$ cat config.mk
export PLATFORM = sky130hd
export DESIGN_NAME = bpa_front
export DESIGN_NICKNAME = d
export VERILOG_FILES = /design/src/bpa_pkg.sv /design/src/bpa_front.sv
export SDC_FILE = /design/constraint.sdc
export NUM_CORES = 1
export LEC_CHECK = 0
export ABC_AREA = 1
export BUFFER_PORTS_ARGS = -buffer_cell sky130_fd_sc_hd__buf_2
export CAP_MARGIN = 40
export CELL_PAD_IN_SITES_DETAIL_PLACEMENT = 0
export CELL_PAD_IN_SITES_GLOBAL_PLACEMENT = 1
export CORE_ASPECT_RATIO = 0.8
export CORE_MARGIN = 8
export CORE_UTILIZATION = 46
export CTS_BUF_LIST = sky130_fd_sc_hd__clkbuf_4
export DETAILED_ROUTE_END_ITERATION = 6
export MAX_ROUTING_LAYER = met4
export PLACE_DENSITY_LB_ADDON = 0.1
export REMOVE_ABC_BUFFERS = 1
export SYNTH_ARGS = -nofsm -noshare
export SYNTH_HDL_FRONTEND = slang
export SYNTH_SLANG_ARGS = --single-unit
$ cat constraint.sdc
create_clock -name clk_i -period 5.43 [get_ports clk_i]
set_input_delay 0.2715 -clock clk_i [delete_from_list [all_inputs] [get_ports clk_i]]
set_output_delay 0.2715 -clock clk_i [all_outputs]
set_load 0.02 [all_outputs]
$ cat src/bpa_pkg.sv
// Shared types for the bitmap page allocator.
// No dependencies; used by bpa_front, bpa_back and the top level.
`default_nettype none
package bpa_pkg;

  localparam int unsigned FirstW = 15;
  localparam int unsigned CountW = 16;
  localparam int unsigned WordW  = 32;

  typedef enum logic [1:0] {
    K_ALLOC = 2'd0,
    K_FREE  = 2'd1,
    K_ZERO  = 2'd2
  } kind_e;

  typedef struct packed {
    kind_e               kind;
    logic [FirstW-1:0]   first;
    logic [CountW-1:0]   count;
  } cmd_t;

endpackage
`default_nettype wire

$ cat src/bpa_front.sv
// Front end: accepts input transactions, classifies them, two-entry queue.
// Depends on bpa_pkg.
`default_nettype none
module bpa_front (
  input  wire                         clk_i,
  input  wire                         rst_ni,
  input  wire                         clearing_i,
  input  wire                         in_valid_i,
  output logic                        in_ready_o,
  input  wire                         op_i,
  input  wire  [bpa_pkg::FirstW-1:0]  first_i,
  input  wire  [bpa_pkg::CountW-1:0]  count_i,
  output logic                        cmd_valid_o,
  input  wire                         cmd_ready_i,
  output bpa_pkg::cmd_t               cmd_o
);

  bpa_pkg::cmd_t slot_q [2];
  logic          wr_ptr_q, rd_ptr_q;
  logic [1:0]    fill_q;
  logic          push, pop;
  bpa_pkg::cmd_t cls;

  always_comb begin
    cls.first = first_i;
    cls.count = count_i;
    if (op_i) begin
      cls.kind = bpa_pkg::K_FREE;
    end else if (count_i == '0) begin
      cls.kind = bpa_pkg::K_ZERO;
    end else begin
      cls.kind = bpa_pkg::K_ALLOC;
    end
  end

  assign in_ready_o  = (fill_q != 2'd2) && !clearing_i;
  assign push        = in_valid_i && in_ready_o;
  assign cmd_valid_o = (fill_q != 2'd0);
  assign pop         = cmd_valid_o && cmd_ready_i;
  assign cmd_o       = slot_q[rd_ptr_q];

  always_ff @(posedge clk_i) begin
    if (push) begin
      slot_q[wr_ptr_q] <= cls;
    end
  end

  always_ff @(posedge clk_i or negedge rst_ni) begin
    if (!rst_ni) begin
      wr_ptr_q <= 1'b0;
      rd_ptr_q <= 1'b0;
      fill_q   <= 2'd0;
    end else begin
      if (push) wr_ptr_q <= ~wr_ptr_q;
      if (pop)  rd_ptr_q <= ~rd_ptr_q;
      case ({push, pop})
        2'b10:   fill_q <= fill_q + 2'd1;
        2'b01:   fill_q <= fill_q - 2'd1;
        default: fill_q <= fill_q;
      endcase
    end
  end

endmodule
`default_nettype wire

* After elaboration in Yosys (flattened, before gate mapping) *
Memory sizes are Yosys's and may differ from the RTL's.
Cells that the tools add are included.

cells by class
  add/subtract/negate cells = 2
  equal/unequal tests = 3
  reduce and logical (&&, ||, !) cells = 7
  multiplexer cells = 5
  bitwise logic cells = 2

operator list
  cell                 number
  $logic_not 16->1     1
  $mux 2               2
  $pmux 2 s2           1
  $reduce_bool 2->1    2
  $logic_and 1x1->1    3
  $add 2x1->2 const B  1
  $eq 2x1->1 const B   1
  $eq 2x2->1 const B   1
  $mux 1               2
  $ne 2x2->1 const B   1
  $not 1->1            2
  $sub 2x1->2 const B  1
  $logic_not 1->1      1

storage, ports and cells
  input bits = 37
  logic and storage cells = 23
  bits in writable memories = 66
  output and inout bits = 35
  memories kept = 1
  register bits = 4

memories
  name    words  bits a word  read ports  clocked after Yosys merged registers in  write ports  line             source
  slot_q  2      33           1           0                                        1            bpa_front.sv:18  bpa_pkg::cmd_t slot_q [2];

* Longest topological paths before layout *
  depth after elaboration = 5
  mapped depth = 9
  depth with buffers taken out = 9

* Worst setup path after synthesis *
Ideal clock, no wire load.

  kind = reg-to-reg
  start = register fill_q[0]
  end = memory slot_q[1][0] (netlist bit), enable pin
  slack = 2846 ps
  data required time = 5007 ps
  clock period less this slack = 2584 ps
  arrival = 2161 ps
  cell stages (with the launch flop) = 5
  path buffers = 0
  setup time = 423 ps
  path through = dfrtp_1 inv_2 a21oi_4 nand2_2 nor2_1

on the way
  longest elaborated chain between the ends = 5

ends and longest elaborated chain
  what                          line             source
  start: declaration            bpa_front.sv:20  logic [1:0] fill_q;
  start signal: assignment      bpa_front.sv:57  2'b10: fill_q <= fill_q + 2'd1;
  start signal: assignment      bpa_front.sv:58  2'b01: fill_q <= fill_q - 2'd1;
  start signal: assignment      bpa_front.sv:59  default: fill_q <= fill_q;
  $ne 2x2->1                    bpa_front.sv:36  assign in_ready_o = (fill_q != 2'd2) && !clearing_i;
  $logic_and 1x1->1             bpa_front.sv:36
  named net in_ready_o          bpa_front.sv:9   output logic in_ready_o,
  $logic_and 1x1->1             bpa_front.sv:37  assign push = in_valid_i && in_ready_o;
  $mux 1                        bpa_front.sv:43  if (push) begin
  $mux 1 (implied by the code)  bpa_front.sv:44  slot_q[wr_ptr_q] <= cls;
  end: declaration              bpa_front.sv:18

The timed path passes the listed nets, and every way through them passes these cells.

==> impl_metrics.py <==
metrics = {
    "grt": {
        "first_global_vias": 1826,
        "grt.met1_usage_pct": 14.7,
        "use_met3_pct": 5.70,
        "use_met2_pct": 21.3,
        "top_usage_layer": "met2",
        "grt_max_degree": 35,
        "grt_first_pass_wirelength_microns": 8560,
        "antenna_found_initial": 0,
        "grt-ovfl-total": 0,
        "grt.total_usage_pct": 13.4,
    },
    "routing": {
        "drtIter0Drc": 99,
        "route.detailed.drc": 0,
        "viasPerCell": 4.48,
        "wire_per_inst_microns": 13.4,
        "ant_nets": 0,
        "via_count": 1712,
        "wirelength_microns": 5100,
        "firstDrtPassIters": 4,
    },
    "power_and_ir_drop": {
        "leakage_nw": 1.46,
        "vdd.ir_drop.worst_mv": 0.245,
        "pwr_density_cell_nw_per_um2": 506,
    },
    "synthesis": {
        "syn_area_sq_um": 2710,
        "synth_cells": 217,
        "syn_area_per_cell_sq_um": 12.5,
        "synth_seq_cells": 70,
        "yosysSeqAreaShare_pct": 77.0,
        "ys_warn_count": 0,
        "synth_cell_types": 16,
    },
    "cells_and_area": {
        "layout_commonest_cell": "nand2_1",
        "nets": 334,
        "drive_gt1_share_pct": 31.2,
        "n_antenna_cell": 0,
        "synthToLayoutAreaGrowth_pct": 23.5,
        "n_fill_cell": 524,
        "final_cell_mix": "111 x nand2_1, 71 x buf_2, 66 x edfxtp_1",
    },
    "sta": {
        "setup-tns-final_ns": 0,
        "fmax_ghz": 0.465,
        "clock-skew-final_ns": 0.00838,
        "hold_violations": 0,
        "whs_ns": 0.0580,
        "slew_violations": 0,
        "setup_viol": 0,
        "max-slew-margin-rel_pct": 60.2,
        "worstMarginPinSlew_ns": 0.596,
        "layout_setup_ws_ns": 3.28,
        "layout_min_cycle_time_ns": 2.15,
        "grt_setup_unrepaired": "false",
        "period_share_pct": 39.6,
    },
    "floorplan": {
        "die_h_microns": 84.6,
        "die_w_microns": 102,
        "dieArea_sq_um": 8610,
        "fp-row-count": 25,
        "core_sq_um": 5790,
        "start_util_pct": 46.7,
        "pin_count": 72,
    },
    "clocking": {
        "cts_tree": "built",
        "insertion_delay_ns": 0.39,
        "cts_buffer_depth": 2,
        "htree_num_levels": 3,
        "cts_made_buffers": 9,
        "clock-sinks": 70,
        "clock-root-buffer": "clkbuf_4",
        "clk_pin_slew_ns": 0.11,
    },
    "placed_design": {
        "post-dp-hpwl_microns": 3410,
        "gp_congestion": 0.745,
        "place_ws_ns": 3.63,
        "io_buffer_count": 71,
    },
    "setup_path": {
        "critPathLaunchType": "flop",
        "arrival_ns": 1.88,
        "path_max_fanout": 34,
        "end_kind": "output port",
        "cp_data_required_time_ns": 5.16,
        "crit_type": "flop to output port",
    },
    "worst_hold_path": {
        "hp-class": "input port to flop",
    },
    "outcome": {
        "status": "complete, no violations",
    },
    "flow_run": {
        "maxCapViolCount": 0,
    },
}
==> worst max-delay path: stages (launching register included) <==
cell	delay (ns)
dfrtp_1	0.37
buf_4	0.25
inv_2	0.49
nand2_1	0.10
nand2_1	0.10
buf_2	0.17
==> metrics by stage <==
step | std cells | power, W | area (sq um) | util, %
after floorplan | 210 | 0.00109 | 2650 | -
after global placement | 364 | 0.00131 | 3130 | 54.1
after detailed placement | 365 | 0.00132 | 3150 | 54.4
after CTS | 382 | 0.00172 | 3340 | 57.7
after global routing | 382 | 0.00180 | 3340 | 57.7
final | 382 | 0.00169 | 3340 | 57.7
==> per-layer routing <==
metal | share of wire (%) | vias to the layer above
met1 | 42 | 791
li1 | - | 876
met4 | 0.47 | 0
met3 | 6.3 | 2
met2 | 51 | 43
met5 | 0 | -
==> area by class of cell <==
cell class / count / area, sq um / share of cell area [%]
clock inverters: 7 / 113 / 3.37
repair buffers: 75 / 400 / 12.0
clock buffers: 9 / 67.6 / 2.02
well taps: 81 / 101 / 3.03
multi-input cells: 132 / 547 / 16.4
flip-flops and latches: 70 / 2080 / 62.3
inverters: 8 / 30.0 / 0.899
==> cells in the mapped netlist <==
library cell	count	area [sq um]
nand2_2	1	6.26
nand3_1	2	10.0
xor2_1	1	8.76
dfrtp_1	4	100
a21oi_4	1	16.3
nand2_1	111	417
or2_1	2	12.5
ha_1	1	12.5
inv_2	2	7.51
nand4_1	1	6.26
inv_1	6	22.5
edfxtp_1	66	1980
buf_6	3	33.8
buf_2	4	20.0
nor2_1	11	41.3
xnor2_1	1	8.76
==> registers in the layout (all words and copies together), names as in the netlist <==
register / flops
slot_q: 66
rd_ptr_q: 1
fill_q: 2
wr_ptr_q: 1
==> worst paths after layout <==
check | slack, ns | end | startpoint | cells past startpoint
setup reg to reg | 3.84 | slot_q[0][1] | fill_q[0] | 5
hold / removal | 0.06 | slot_q[0][19] | first_i[3] | 1
hold reg to reg | 0.48 | wr_ptr_q | wr_ptr_q | 2
max in group asynchronous | 5.08 | fill_q[0] | rst_ni | 2
setup / recovery | 3.28 | cmd_o[13] | rd_ptr_q | 5
min in group asynchronous | 0.22 | fill_q[1] | rst_ni | 2
==> logic make-up after synthesis <==
logic type	count (synthesis)	share of synthesized area, %
flip-flops	70	77.0
AO/OA/AOI/OAI	1	0.601
AND/OR/NAND/NOR	128	18.2
buffers and inverters	15	3.10
XOR/XNOR	2	0.648
adder cells (fa/ha/maj)	1	0.462
==> power breakdown <==
| group | switching (W) | internal, W |
|---|---|---|
| Clock | 0.000171 | 0.000231 |
| Sequential | 0.0000231 | 0.000673 |
| Combinational | 0.000417 | 0.000174 |
==> what timing repair did <==
action,4_1_cts,5_1_grt
endpoints found under the hold margin,4,0
resized for setup,0,0
setup endpoints to repair,0,0
hold buffers,1,0
buffers inserted,0,0
Note: power is estimated with default switching activity, not from simulation.
